`src/sv/olad_pkg.sv`:
```
`timescale 1ns / 1ps

package olad_pkg;

    // Default number of list entries.
    localparam int DEPTH_DEFAULT = 16;

    // Request codes.
    localparam logic [1:0] ACT_APPEND = 2'd0;
    localparam logic [1:0] ACT_DELETE = 2'd1;
    localparam logic [1:0] ACT_LIST   = 2'd2;

    // Result status codes.
    localparam logic [1:0] STAT_OK       = 2'd0;
    localparam logic [1:0] STAT_EMPTY    = 2'd1;
    localparam logic [1:0] STAT_FULL     = 2'd2;
    localparam logic [1:0] STAT_NOTFOUND = 2'd3;

    // Sequencer states.
    typedef enum logic [2:0] {
        S_IDLE,
        S_SEARCH,
        S_SHIFT,
        S_LIST,
        S_RESP
    } t_state;

endpackage

```
`src/sv/ordered_list_append_delete.sv`:
```
`timescale 1ns / 1ps

// Ordered list of up to DEPTH signed 32-bit items kept in one synchronous RAM.
// Input channel (i_valid/o_ready) carries i_action and i_value; the output
// channel (o_valid/i_ready) carries o_item, o_last and o_status.
// One request is worked on at a time; o_ready is high only while the
// sequencer waits for a request, also while the last result still waits.
// Append: one status transfer, produced from the response state.
// Delete: the RAM is scanned one entry per cycle until the first match, then
// the entries behind it move up one place per cycle; the status transfer
// follows the last shift, or the end of the scan when no entry matches.
// The single RAM port pair (one read, one write per cycle) sets this pace.
// List: one transfer per item, one per cycle while the output register is
// free, last marked.
// An empty list, a full list or a missing value gives one status transfer.
// Action code three is dropped without any result.
// When the receiver stalls, the output register holds its transfer and the
// sequencer waits before producing the next one; nothing is lost.
// Reset empties the list and clears the output valid flag; the RAM is not
// cleared, since no entry is used before it is written.
module ordered_list_append_delete #(
    parameter int DEPTH = olad_pkg::DEPTH_DEFAULT
) (
    input  logic               i_clk,
    input  logic               i_rst_n,
    input  logic               i_valid,
    output logic               o_ready,
    input  logic [1:0]         i_action,
    input  logic signed [31:0] i_value,
    output logic               o_valid,
    input  logic               i_ready,
    output logic signed [31:0] o_item,
    output logic               o_last,
    output logic [1:0]         o_status
);

    localparam int IW = (DEPTH > 1) ? $clog2(DEPTH) : 1;
    localparam int CW = $clog2(DEPTH + 1);

    // Storage.
    logic signed [31:0] r_mem [DEPTH];
    logic signed [31:0] r_q;

    // Control and working registers.
    olad_pkg::t_state   r_state, n_state;
    logic [CW-1:0]      r_count, n_count;
    logic [IW-1:0]      r_idx, n_idx;
    logic signed [31:0] r_value;
    logic [1:0]         r_status, n_status;

    // Output register.
    logic               r_out_valid;
    logic signed [31:0] r_out_item;
    logic               r_out_last;
    logic [1:0]         r_out_status;

    // RAM access and emit controls.
    logic               rd_en, wr_en;
    logic [IW-1:0]      rd_addr, wr_addr;
    logic signed [31:0] wr_data;
    logic               emit;
    logic signed [31:0] emit_item;
    logic               emit_last;

    logic               accept, out_free, at_last, match, is_full, is_empty;

    assign accept   = i_valid && o_ready;
    assign out_free = !r_out_valid || i_ready;
    assign at_last  = ((CW'(r_idx) + CW'(1)) == r_count);
    assign match    = (r_q == r_value);
    assign is_full  = (r_count == CW'(DEPTH));
    assign is_empty = (r_count == '0);

    assign o_ready  = (r_state == olad_pkg::S_IDLE);
    assign o_valid  = r_out_valid;
    assign o_item   = r_out_item;
    assign o_last   = r_out_last;
    assign o_status = r_out_status;

    // Next state.
    always_comb begin
        n_state = r_state;
        case (r_state)
            olad_pkg::S_IDLE: begin
                if (i_valid) begin
                    case (i_action)
                        olad_pkg::ACT_APPEND: n_state = olad_pkg::S_RESP;
                        olad_pkg::ACT_DELETE:
                            n_state = is_empty ? olad_pkg::S_RESP : olad_pkg::S_SEARCH;
                        olad_pkg::ACT_LIST:
                            n_state = is_empty ? olad_pkg::S_RESP : olad_pkg::S_LIST;
                        default: n_state = olad_pkg::S_IDLE;
                    endcase
                end
            end
            olad_pkg::S_SEARCH: begin
                if (match) begin
                    n_state = olad_pkg::S_SHIFT;
                end else if (at_last) begin
                    n_state = olad_pkg::S_RESP;
                end
            end
            olad_pkg::S_SHIFT: begin
                if (at_last) begin
                    n_state = olad_pkg::S_RESP;
                end
            end
            olad_pkg::S_LIST: begin
                if (out_free && at_last) begin
                    n_state = olad_pkg::S_IDLE;
                end
            end
            olad_pkg::S_RESP: begin
                if (out_free) begin
                    n_state = olad_pkg::S_IDLE;
                end
            end
            default: n_state = olad_pkg::S_IDLE;
        endcase
    end

    // Datapath controls per state.
    always_comb begin
        n_count   = r_count;
        n_idx     = r_idx;
        n_status  = r_status;
        rd_en     = 1'b0;
        rd_addr   = r_idx;
        wr_en     = 1'b0;
        wr_addr   = r_idx;
        wr_data   = r_q;
        emit      = 1'b0;
        emit_item = '0;
        emit_last = 1'b1;
        case (r_state)
            olad_pkg::S_IDLE: begin
                if (i_valid) begin
                    case (i_action)
                        olad_pkg::ACT_APPEND: begin
                            if (is_full) begin
                                n_status = olad_pkg::STAT_FULL;
                            end else begin
                                wr_en    = 1'b1;
                                wr_addr  = r_count[IW-1:0];
                                wr_data  = i_value;
                                n_count  = r_count + CW'(1);
                                n_status = olad_pkg::STAT_OK;
                            end
                        end
                        olad_pkg::ACT_DELETE, olad_pkg::ACT_LIST: begin
                            n_status = olad_pkg::STAT_EMPTY;
                            rd_en    = 1'b1;
                            rd_addr  = '0;
                            n_idx    = '0;
                        end
                        default: begin
                            n_status = r_status;
                        end
                    endcase
                end
            end
            olad_pkg::S_SEARCH: begin
                // The read data belongs to r_idx; the next read goes out now.
                rd_en   = 1'b1;
                rd_addr = IW'(CW'(r_idx) + CW'(1));
                if (!match) begin
                    if (at_last) begin
                        rd_en    = 1'b0;
                        n_status = olad_pkg::STAT_NOTFOUND;
                    end else begin
                        n_idx = IW'(CW'(r_idx) + CW'(1));
                    end
                end
            end
            olad_pkg::S_SHIFT: begin
                // r_q holds the entry behind r_idx; move it up one place.
                if (at_last) begin
                    n_count  = r_count - CW'(1);
                    n_status = olad_pkg::STAT_OK;
                end else begin
                    wr_en   = 1'b1;
                    wr_addr = r_idx;
                    wr_data = r_q;
                    rd_en   = 1'b1;
                    rd_addr = IW'(CW'(r_idx) + CW'(2));
                    n_idx   = IW'(CW'(r_idx) + CW'(1));
                end
            end
            olad_pkg::S_LIST: begin
                if (out_free) begin
                    emit      = 1'b1;
                    emit_item = r_q;
                    emit_last = at_last;
                    n_status  = olad_pkg::STAT_OK;
                    if (!at_last) begin
                        rd_en   = 1'b1;
                        rd_addr = IW'(CW'(r_idx) + CW'(1));
                        n_idx   = IW'(CW'(r_idx) + CW'(1));
                    end
                end
            end
            olad_pkg::S_RESP: begin
                emit = out_free;
            end
            default: begin
                emit = 1'b0;
            end
        endcase
    end

    // RAM with registered read data.
    always_ff @(posedge i_clk) begin
        if (wr_en) begin
            r_mem[wr_addr] <= wr_data;
        end
        if (rd_en) begin
            r_q <= r_mem[rd_addr];
        end
    end

    // Sequencer registers.
    always_ff @(posedge i_clk) begin
        if (!i_rst_n) begin
            r_state <= olad_pkg::S_IDLE;
            r_count <= '0;
        end else begin
            r_state <= n_state;
            r_count <= n_count;
        end
    end

    // Working registers without reset.
    always_ff @(posedge i_clk) begin
        r_idx    <= n_idx;
        r_status <= n_status;
        if (accept) begin
            r_value <= i_value;
        end
    end

    // Output register: loads a transfer when one is produced.
    always_ff @(posedge i_clk) begin
        if (!i_rst_n) begin
            r_out_valid <= 1'b0;
        end else if (emit) begin
            r_out_valid <= 1'b1;
        end else if (i_ready) begin
            r_out_valid <= 1'b0;
        end
    end

    always_ff @(posedge i_clk) begin
        if (emit) begin
            r_out_item   <= emit_item;
            r_out_last   <= emit_last;
            r_out_status <= (r_state == olad_pkg::S_LIST) ? olad_pkg::STAT_OK : r_status;
        end
    end

endmodule

```
`config.mk`:
```
export PLATFORM = sky130hd
export DESIGN_NAME = ordered_list_append_delete
export DESIGN_NICKNAME = d
export VERILOG_FILES = /design/src/sv/olad_pkg.sv /design/src/sv/ordered_list_append_delete.sv
export SDC_FILE = /design/constraint.sdc
export NUM_CORES = 1
export LEC_CHECK = 0
export BUFFER_PORTS_ARGS = -buffer_cell sky130_fd_sc_hd__buf_4
export CAP_MARGIN = 20
export CORE_UTILIZATION = 37
export DETAILED_ROUTE_END_ITERATION = 12
export HOLD_SLACK_MARGIN = 0.12
export PLACE_DENSITY_LB_ADDON = 0.25
export SETUP_SLACK_MARGIN = 0.1
export SLEW_MARGIN = 10
export SYNTH_ARGS = -nofsm -noshare
export SYNTH_HDL_FRONTEND = slang
export SYNTH_SLANG_ARGS = --single-unit
```
`constraint.sdc`:
```
create_clock -name i_clk -period 4.5 [get_ports i_clk]
set_input_delay 1.125 -clock i_clk [delete_from_list [all_inputs] [get_ports i_clk]]
set_output_delay 1.125 -clock i_clk [all_outputs]
set_load 0.01 [all_outputs]
```
==> qor.log, run 1 <==
INFO  placement      dp_worst_setup_slack=163ps
INFO  clock_tree     cts-htree-levels=2
INFO  grt            first_global_vias=14.4k
INFO  grt            top_usage_layer=met2
INFO  min_path       timing.hold.worst.start=r_status[1]
INFO  clock_tree     cts_tree=yes
INFO  layout         areaGrowthSynthToFinish=16.4%
INFO  floorplan      core-area=68600squm
INFO  min_path       hold_path.class=flop to flop
INFO  floorplan      floorplan.die.width=265um
INFO  setup_path     r2r_cells=10
INFO  grt            global_route_wire_length_before_repair=97700um
INFO  logic_synthesis synthCells=1536
INFO  setup_path     worstReg2RegStart=r_idx[0]
INFO  layout         num-nets-final=1703
INFO  sta            slew-limit-headroom=0.309
INFO  floorplan      die-height=265um
INFO  grt            grt_use_met1=0.261
INFO  clock_tree     cts_made_buffers=61
INFO  grt            grt.total_usage=0.190
INFO  floorplan      effective_utilization_at_floorplan=0.374
INFO  run            cap_violations=0
INFO  routing        drc=0
INFO  pwr            ir_drop=0.000264V
INFO  setup_path     worstSetupStartpointType=flop
INFO  routing        route.detailed.vias_per_inst=5.49
INFO  layout         post_route_cells_drive_above_1_share=0.272
INFO  pwr            power.density=540nW/um^2
INFO  logic_synthesis syn-num-nets=1584
INFO  setup_path     worst_path_largest_cell_delay=720ps
INFO  sta            timing.fmax=0.234GHz
INFO  logic_synthesis yosys_warnings=0
INFO  sta            final.setup.worst_slack=227ps
INFO  sta            skew=14.6ps
INFO  logic_synthesis most_area_consuming_cells_after_synthesis=sky130_fd_sc_hd__edfxtp_1 72%, sky130_fd_sc_hd__mux2_2 8.5%, sky130_fd_sc_hd__and3_1 4.0%
INFO  setup_path     critPathTopFamily=simple AND/OR/NAND/NOR gates
INFO  setup_path     worstSetupPathType=flop to flop
INFO  layout         antennaDiodeCount=0
INFO  routing        vias=14.4k
INFO  pwr            p_leak=10.0nW
INFO  floorplan      std_cell_rows=96
INFO  status         status=finished, final reports clean
INFO  layout         fillers=6072
INFO  clock_tree     cts_hold_repair.buffers=0
INFO  logic_synthesis synth_enable_flop_cells=617
INFO  sta            timing_max_transition_violations_final=0
INFO  setup_path     worst_path_max_delay_cell=sky130_fd_sc_hd__o221ai_1
INFO  sta            period_share=0.950
INFO  sta            whs=551ps
INFO  logic_synthesis synthDistinctLibCells=63
INFO  sta            finalCriticalPeriod=4270ps
INFO  grt            use_met3=0.0240
INFO  clock_tree     post_cts.resized_instances=0
INFO  setup_path     crit_path_max_fanout=21
INFO  grt            gr-usage-met2=0.317
INFO  sta            setup_tns=0ps
INFO  setup_path     critical_path_buf_inv_count=1
INFO  setup_path     worstSetupEndpointType=flop
INFO  sta            worst-slew-pin-transition=1030ps
INFO  clock_tree     clock_sink_count=626
INFO  grt            number_of_antenna_violations_at_the_first_check_in_global_routing=1
INFO  layout         multi_input_area=6610squm
INFO  setup_path     worstPathCellList=ha_1, xor2_1, nor3_4, and3_1, o221ai_1, and2_4, nand3_2, buf_4, o22ai_1, nor4_1
INFO  clock_tree     clock_path_buffers=3
INFO  clock_tree     clkTransAtPathRegs=70ps
INFO  clock_tree     clock-root-buffer=sky130_fd_sc_hd__clkbuf_16
INFO  min_path       hold-path-cell-count=1
INFO  sta            final-setup-viol-count=0
INFO  grt            globalRoute.totalOverflow=0
INFO  layout         final-seq-area=18700squm
INFO  logic_synthesis postSynth.topFlopCell=sky130_fd_sc_hd__edfxtp_1
INFO  setup_path     capture_instance_of_the_worst_register_to_register_path=r_q[9]
INFO  logic_synthesis synth_seq_area_share=0.729
INFO  placement      placed_area=28000squm
INFO  setup_path     critPathArrivalTime=4630ps
INFO  logic_synthesis postSynth.asyncResetShare=0
INFO  logic_synthesis synthDominantCellAreaShare=0.722
INFO  logic_synthesis post-synth-top-area-cell=sky130_fd_sc_hd__edfxtp_1
INFO  logic_synthesis synth_commonest_cells=617 x sky130_fd_sc_hd__edfxtp_1, 194 x sky130_fd_sc_hd__mux2_2, 162 x sky130_fd_sc_hd__and3_1
INFO  sta            grt_setup_unrepaired=no
INFO  placement      gpl.final_weighted_congestion=0.835
INFO  clock_tree     clkLatencyLatePin=630ps
INFO  logic_synthesis post_synth.cell_area_avg=16.7squm
INFO  placement      detailedPlacementHpwl=39000um
INFO  grt            grt_max_degree=83
INFO  clock_tree     cts.repair_timing.setup_buffer_count=0
INFO  setup_path     r2r_setup_slack=230ps
INFO  pwr            fin_total_pwr=16.1mW
INFO  setup_path     critical_path_required=4860ps
INFO  sta            hold_violations=0
INFO  logic_synthesis synth.most_common_cell=sky130_fd_sc_hd__edfxtp_1
INFO  floorplan      dieArea=70400squm
INFO  min_path       holdPathEnd=o_status[1]
INFO  logic_synthesis synth-seq-cells=626
INFO  layout         design_area=29900squm
INFO  routing        drt_pass1_iterations=5
INFO  placement      count_of_buffers_inserted_at_the_top_level_ports=74
INFO  routing        detail_route.iter0.violations=1278
INFO  routing        detail_route.wl_per_cell=25.9um
INFO  floorplan      top_level_ports=75
INFO  logic_synthesis syn_area=25700squm
INFO  routing        drt_wl_total=68200um
INFO  routing        detail-route-antenna-nets=0
-- metrics by stage --
| stage | std cells | util |
|---|---|---|
| global placement | 2520 | 0.408 |
| global route | 2632 | 0.435 |
| detailed placement | 2521 | 0.408 |
| finish | 2632 | 0.435 |
| floorplan | 1536 | - |
| CTS | 2630 | 0.435 |
-- cells by family (layout without fill, tap and decap cells) --
family	Yosys count	in the layout	share of synthesized area
xor gates and xnor gates	45	45	0.0159
adders and majority gates	10	10	0.00517
buffers and inverters	110	273	0.0202
and+or+nand+nor	316	318	0.0714
AOI/OAI and AO/OA	200	200	0.0577
muxes	229	229	0.100
DFF	626	626	0.729
-- power by group --
group          switching (mW)  leakage, nW  internal (mW)
Sequential              0.178         5.68           7.12
Clock                    2.13        0.906           2.72
Combinational            2.48         3.43           1.50
Total                    4.79         10.0           11.3
-- area by class of cell --
cell class	count	area share
well taps	931	0.0390
flip-flops and latches	626	0.627
repair buffers	152	0.0491
clock inverters	35	0.00893
clock buffers	74	0.0535
inverters	12	0.00151
multi-input cells	802	0.221
-- worst reg2reg max path, cell delays in order (launching register included) --
cell,delay (ps)
sky130_fd_sc_hd__edfxtp_1,490
sky130_fd_sc_hd__ha_1,460
sky130_fd_sc_hd__xor2_1,320
sky130_fd_sc_hd__nor3_4,100
sky130_fd_sc_hd__and3_1,280
sky130_fd_sc_hd__o221ai_1,720
sky130_fd_sc_hd__and2_4,560
sky130_fd_sc_hd__nand3_2,400
sky130_fd_sc_hd__buf_4,360
sky130_fd_sc_hd__o22ai_1,230
sky130_fd_sc_hd__nor4_1,80
-- cells in the final DEF, fill, tap and decap left out, drive strengths merged, types with 5 or more instances in the layout --
cell	netlist	final
edfxtp	617	617
mux2	224	224
and3	162	162
buf	41	152
clkbuf	57	74
o22ai	65	65
a2111oi	63	63
xnor2	41	41
nor4	36	36
nor2	36	36
clkinv	0	30
nand2	24	24
o21ai	14	14
a21oi	13	13
inv	12	12
a31oi	12	12
nand3	11	11
nor2b	10	10
ha	9	9
dfxtp	9	9
and2	7	9
nand4	8	8
nor3	8	8
mux2i	5	5
-- sequential cells by signal (all words and copies together) (netlist names) --
| register | cells |
|---|---|
| o_last | 1 |
| r_value | 32 |
| o_status | 2 |
| r_count | 5 |
| r_status | 2 |
| r_q | 32 |
| o_valid | 1 |
| r_mem | 512 |
| o_item | 32 |
| r_idx | 4 |
| r_state | 3 |
-- worst max path at each step --
stage / startpoint / to / slack (ps) / cells after the start
3_3_place_gp: i_action[0] / r_q[14] / 220 / 12
5_1_grt: r_idx[0] / r_q[1] / 100 / 10
6_report: r_idx[0] / r_q[9] / 230 / 10
2_1_floorplan: i_action[0] / r_mem[0][0] / 350 / 8
3_5_place_dp: i_action[0] / r_q[21] / 160 / 12
4_1_cts: r_idx[0] / r_q[9] / 260 / 10
-- layer usage --
| layer | share of wire | up-vias |
|---|---|---|
| met2 | 0.48 | 451 |
| met5 | 0 | - |
| met3 | 0.054 | 94 |
| met4 | 0.022 | 0 |
| li1 | - | 6427 |
| met1 | 0.44 | 7473 |
Note: power is estimated with default switching activity, not from simulation.
==> run 2, diff against run 1 <==
Settings changed: CORE_UTILIZATION 37 to 55, CTS_CLUSTER_DIAMETER set to 30.
==> qor.log, run 2 (synthesis gave the netlist of run 1 again) <==
INFO  setup_path     worstPathCellList=ha_1, xor2_1, nor3_4, and3_1, buf_4, o311a_1, o221a_2, or2_1, buf_4, a2111oi_0, nor4_1 [was ha_1, xor2_1, nor3_4, and3_1, o221ai_1, and2_4, nand3_2, buf_4, o22ai_1, nor4_1]
INFO  sta            hold_violations=0 [unchanged]
INFO  run            cap_violations=0 [unchanged]
INFO  layout         design_area=31400squm [was 29900 sq um]
INFO  grt            grt_max_degree=126 [was 83]
INFO  layout         multi_input_area=6580squm [was 6610 sq um]
INFO  floorplan      core-area=45700squm [was 68600 sq um]
INFO  clock_tree     post_cts.resized_instances=0 [unchanged]
INFO  sta            period_share=0.933 [was 0.950]
INFO  sta            timing_max_transition_violations_final=0 [unchanged]
INFO  pwr            p_leak=10.9nW [was 10.0 nW]
INFO  routing        route.detailed.vias_per_inst=6.35 [was 5.49]
INFO  layout         top_register_by_number_of_flip_flops=r_mem [unchanged]
INFO  min_path       hold_path.class=flop to flop [unchanged]
INFO  setup_path     worstReg2RegStart=r_idx[0] [unchanged]
INFO  routing        detail_route.wl_per_cell=27.6um [was 25.9 um]
INFO  setup_path     worstSetupStartpointType=flop [unchanged]
INFO  placement      dpl.cell_count=2176 [was 2521]
INFO  clock_tree     clkTransAtPathRegs=50ps [was 70 ps]
INFO  clock_tree     cts.repair_timing.setup_buffer_count=0 [unchanged]
INFO  min_path       timing.hold.worst.start=r_status[0] [was r_status[1]]
INFO  layout         post_route_cells_drive_above_1_share=0.311 [was 0.272]
INFO  sta            whs=553ps [was 551 ps]
INFO  clock_tree     cts_hold_repair.buffers=0 [unchanged]
INFO  layout         final_cell_count_no_fill=2387 [was 2632]
INFO  setup_path     worst_path_largest_cell_delay=720ps [about the same]
INFO  placement      detailedPlacementHpwl=35500um [was 39000 um]
INFO  routing        vias=15.2k [was 14.4k]
INFO  layout         antennaDiodeCount=0 [unchanged]
INFO  floorplan      top_level_ports=75 [unchanged]
INFO  layout         num-nets-final=1741 [was 1703]
INFO  clock_tree     cts_tree=yes [unchanged]
INFO  pwr            ir_drop=0.000382V [was 0.000264 V]
INFO  setup_path     worstSetupEndpointType=flop [unchanged]
INFO  sta            worst-slew-pin-transition=1040ps [was 1030 ps]
INFO  setup_path     worst_path_max_delay_cell=sky130_fd_sc_hd__a2111oi_0 [was sky130_fd_sc_hd__o221ai_1]
INFO  setup_path     worstSetupPathType=flop to flop [unchanged]
INFO  setup_path     startpoint=r_idx[0] [unchanged]
INFO  layout         final-seq-area=18700squm [unchanged]
INFO  layout         fillers=2927 [was 6072]
INFO  layout         final_core_util=0.687 [was 0.435]
INFO  layout         final_cell_mix=617 x sky130_fd_sc_hd__edfxtp_1, 194 x sky130_fd_sc_hd__mux2_2, 162 x sky130_fd_sc_hd__and3_1, 119 x sky130_fd_sc_hd__buf_4, 116 x sky130_fd_sc_hd__clkbuf_16 [was 617 x sky130_fd_sc_hd__edfxtp_1, 194 x sky130_fd_sc_hd__mux2_2, 162 x sky130_fd_sc_hd__and3_1, 126 x sky130_fd_sc_hd__buf_4, 64 x sky130_fd_sc_hd__o22ai_1]
INFO  grt            first_global_vias=15.2k [was 14.4k]
INFO  sta            grt_setup_unrepaired=no [unchanged]
INFO  routing        drc=0 [unchanged]
INFO  routing        detail_route.iter0.violations=1681 [was 1278]
INFO  layout         largest_register_ff_count=512 [unchanged]
INFO  routing        drt_wl_total=65800um [was 68200 um]
INFO  layout         mostFrequentLayoutCell=sky130_fd_sc_hd__edfxtp_1 [unchanged]
INFO  pwr            fin_total_pwr=20.0mW [was 16.1 mW]
INFO  placement      count_of_buffers_inserted_at_the_top_level_ports=74 [unchanged]
INFO  pwr            power.density=638nW/um^2 [was 540 nW/um^2]
INFO  routing        drt_pass1_iterations=7 [was 5]
INFO  layout         areaGrowthSynthToFinish=22.4% [was 16.4%]
INFO  status         status=finished, final reports clean [unchanged]
INFO  floorplan      effective_utilization_at_floorplan=0.562 [was 0.374]
INFO  sta            finalCriticalPeriod=4200ps [was 4270 ps]
INFO  placement      gpl.final_weighted_congestion=0.887 [was 0.835]
INFO  floorplan      dieArea=47500squm [was 70400 sq um]
INFO  sta            slew-limit-headroom=0.302 [was 0.309]
INFO  placement      dp_worst_setup_slack=207ps [was 163 ps]
INFO  clock_tree     clkLatencyLatePin=640ps [was 630 ps]
INFO  routing        detail-route-antenna-nets=0 [unchanged]
INFO  clock_tree     clock_path_buffers=3 [unchanged]
INFO  sta            setup_tns=0ps [unchanged]
INFO  clock_tree     cts_made_buffers=114 [was 61]
INFO  setup_path     critical_path_buf_inv_count=2 [was 1]
INFO  grt            globalRoute.totalOverflow=0 [unchanged]
INFO  clock_tree     clock_sink_count=626 [unchanged]
INFO  floorplan      std_cell_rows=78 [was 96]
INFO  placement      placed_area=27400squm [was 28000 sq um]
INFO  grt            global_route_wire_length_before_repair=96500um [was 97700 um]
INFO  setup_path     crit_path_max_fanout=32 [was 21]
INFO  sta            skew=22.3ps [was 14.6 ps]
INFO  clock_tree     cts-htree-levels=3 [was 2]
INFO  sta            timing.fmax=0.238GHz [was 0.234 GHz]
INFO  sta            final.setup.worst_slack=302ps [was 227 ps]
INFO  setup_path     critical_path_required=4860ps [about the same]
INFO  clock_tree     clock-root-buffer=sky130_fd_sc_hd__clkbuf_16 [unchanged]
INFO  setup_path     critPathArrivalTime=4550ps [was 4630 ps]
INFO  floorplan      floorplan.die.width=218um [was 265 um]
INFO  floorplan      die-height=218um [was 265 um]
INFO  setup_path     critPathTopFamily=compound AO/OA/AOI/OAI gates [was simple AND/OR/NAND/NOR gates]
INFO  grt            grt.total_usage=0.280 [was 0.190]
INFO  sta            final-setup-viol-count=0 [unchanged]
INFO  grt            number_of_antenna_violations_at_the_first_check_in_global_routing=2 [was 1]
INFO  setup_path     cp_dominant_cell_by_count=sky130_fd_sc_hd__buf_4
## run 2: worst reg2reg max path, cell delays in order, from the launching register on
cell                        delay [ps]
sky130_fd_sc_hd__edfxtp_1          470
sky130_fd_sc_hd__ha_1              450
sky130_fd_sc_hd__xor2_1            310
sky130_fd_sc_hd__nor3_4            100
sky130_fd_sc_hd__and3_1            310
sky130_fd_sc_hd__buf_4             210
sky130_fd_sc_hd__o311a_1           370
sky130_fd_sc_hd__o221a_2           340
sky130_fd_sc_hd__or2_1             250
sky130_fd_sc_hd__buf_4             310
sky130_fd_sc_hd__a2111oi_0         720
sky130_fd_sc_hd__nor4_1             90
## run 2: final timing paths
check | to | slack [ps] | cells after the start
setup / recovery | r_q[28] | 300 | 11
hold / removal | o_status[0] | 550 | 1
setup reg to reg | r_q[28] | 300 | 11
hold reg to reg | o_status[0] | 550 | 1
## run 2: routing by layer
layer / global-route usage / vias up / wire, um / share of wire
met5: 0 / - / 0 / 0
li1: - / 6538 / - / -
met1: 0.377 / 7675 / 26200 / 0.40
met4: 0.111 / 0 / 2010 / 0.031
met3: 0.0520 / 133 / 5340 / 0.081
met2: 0.453 / 815 / 32200 / 0.49
## run 2: report_power, final
part           total, mW  switching (mW)  leakage, nW  internal [mW]
logic               3.87            2.42         3.33           1.45
clock network       8.83            2.85         1.92           5.99
registers           7.31           0.177         5.68           7.13
## run 2: final cells by class
class                      count  area share
sequential                   626       0.596
multi-input combinational    800       0.210
clock buffer                 125      0.0935
timing repair buffer         139      0.0412
clock inverter                85      0.0342
tap                          600      0.0239
inverter                      12     0.00143
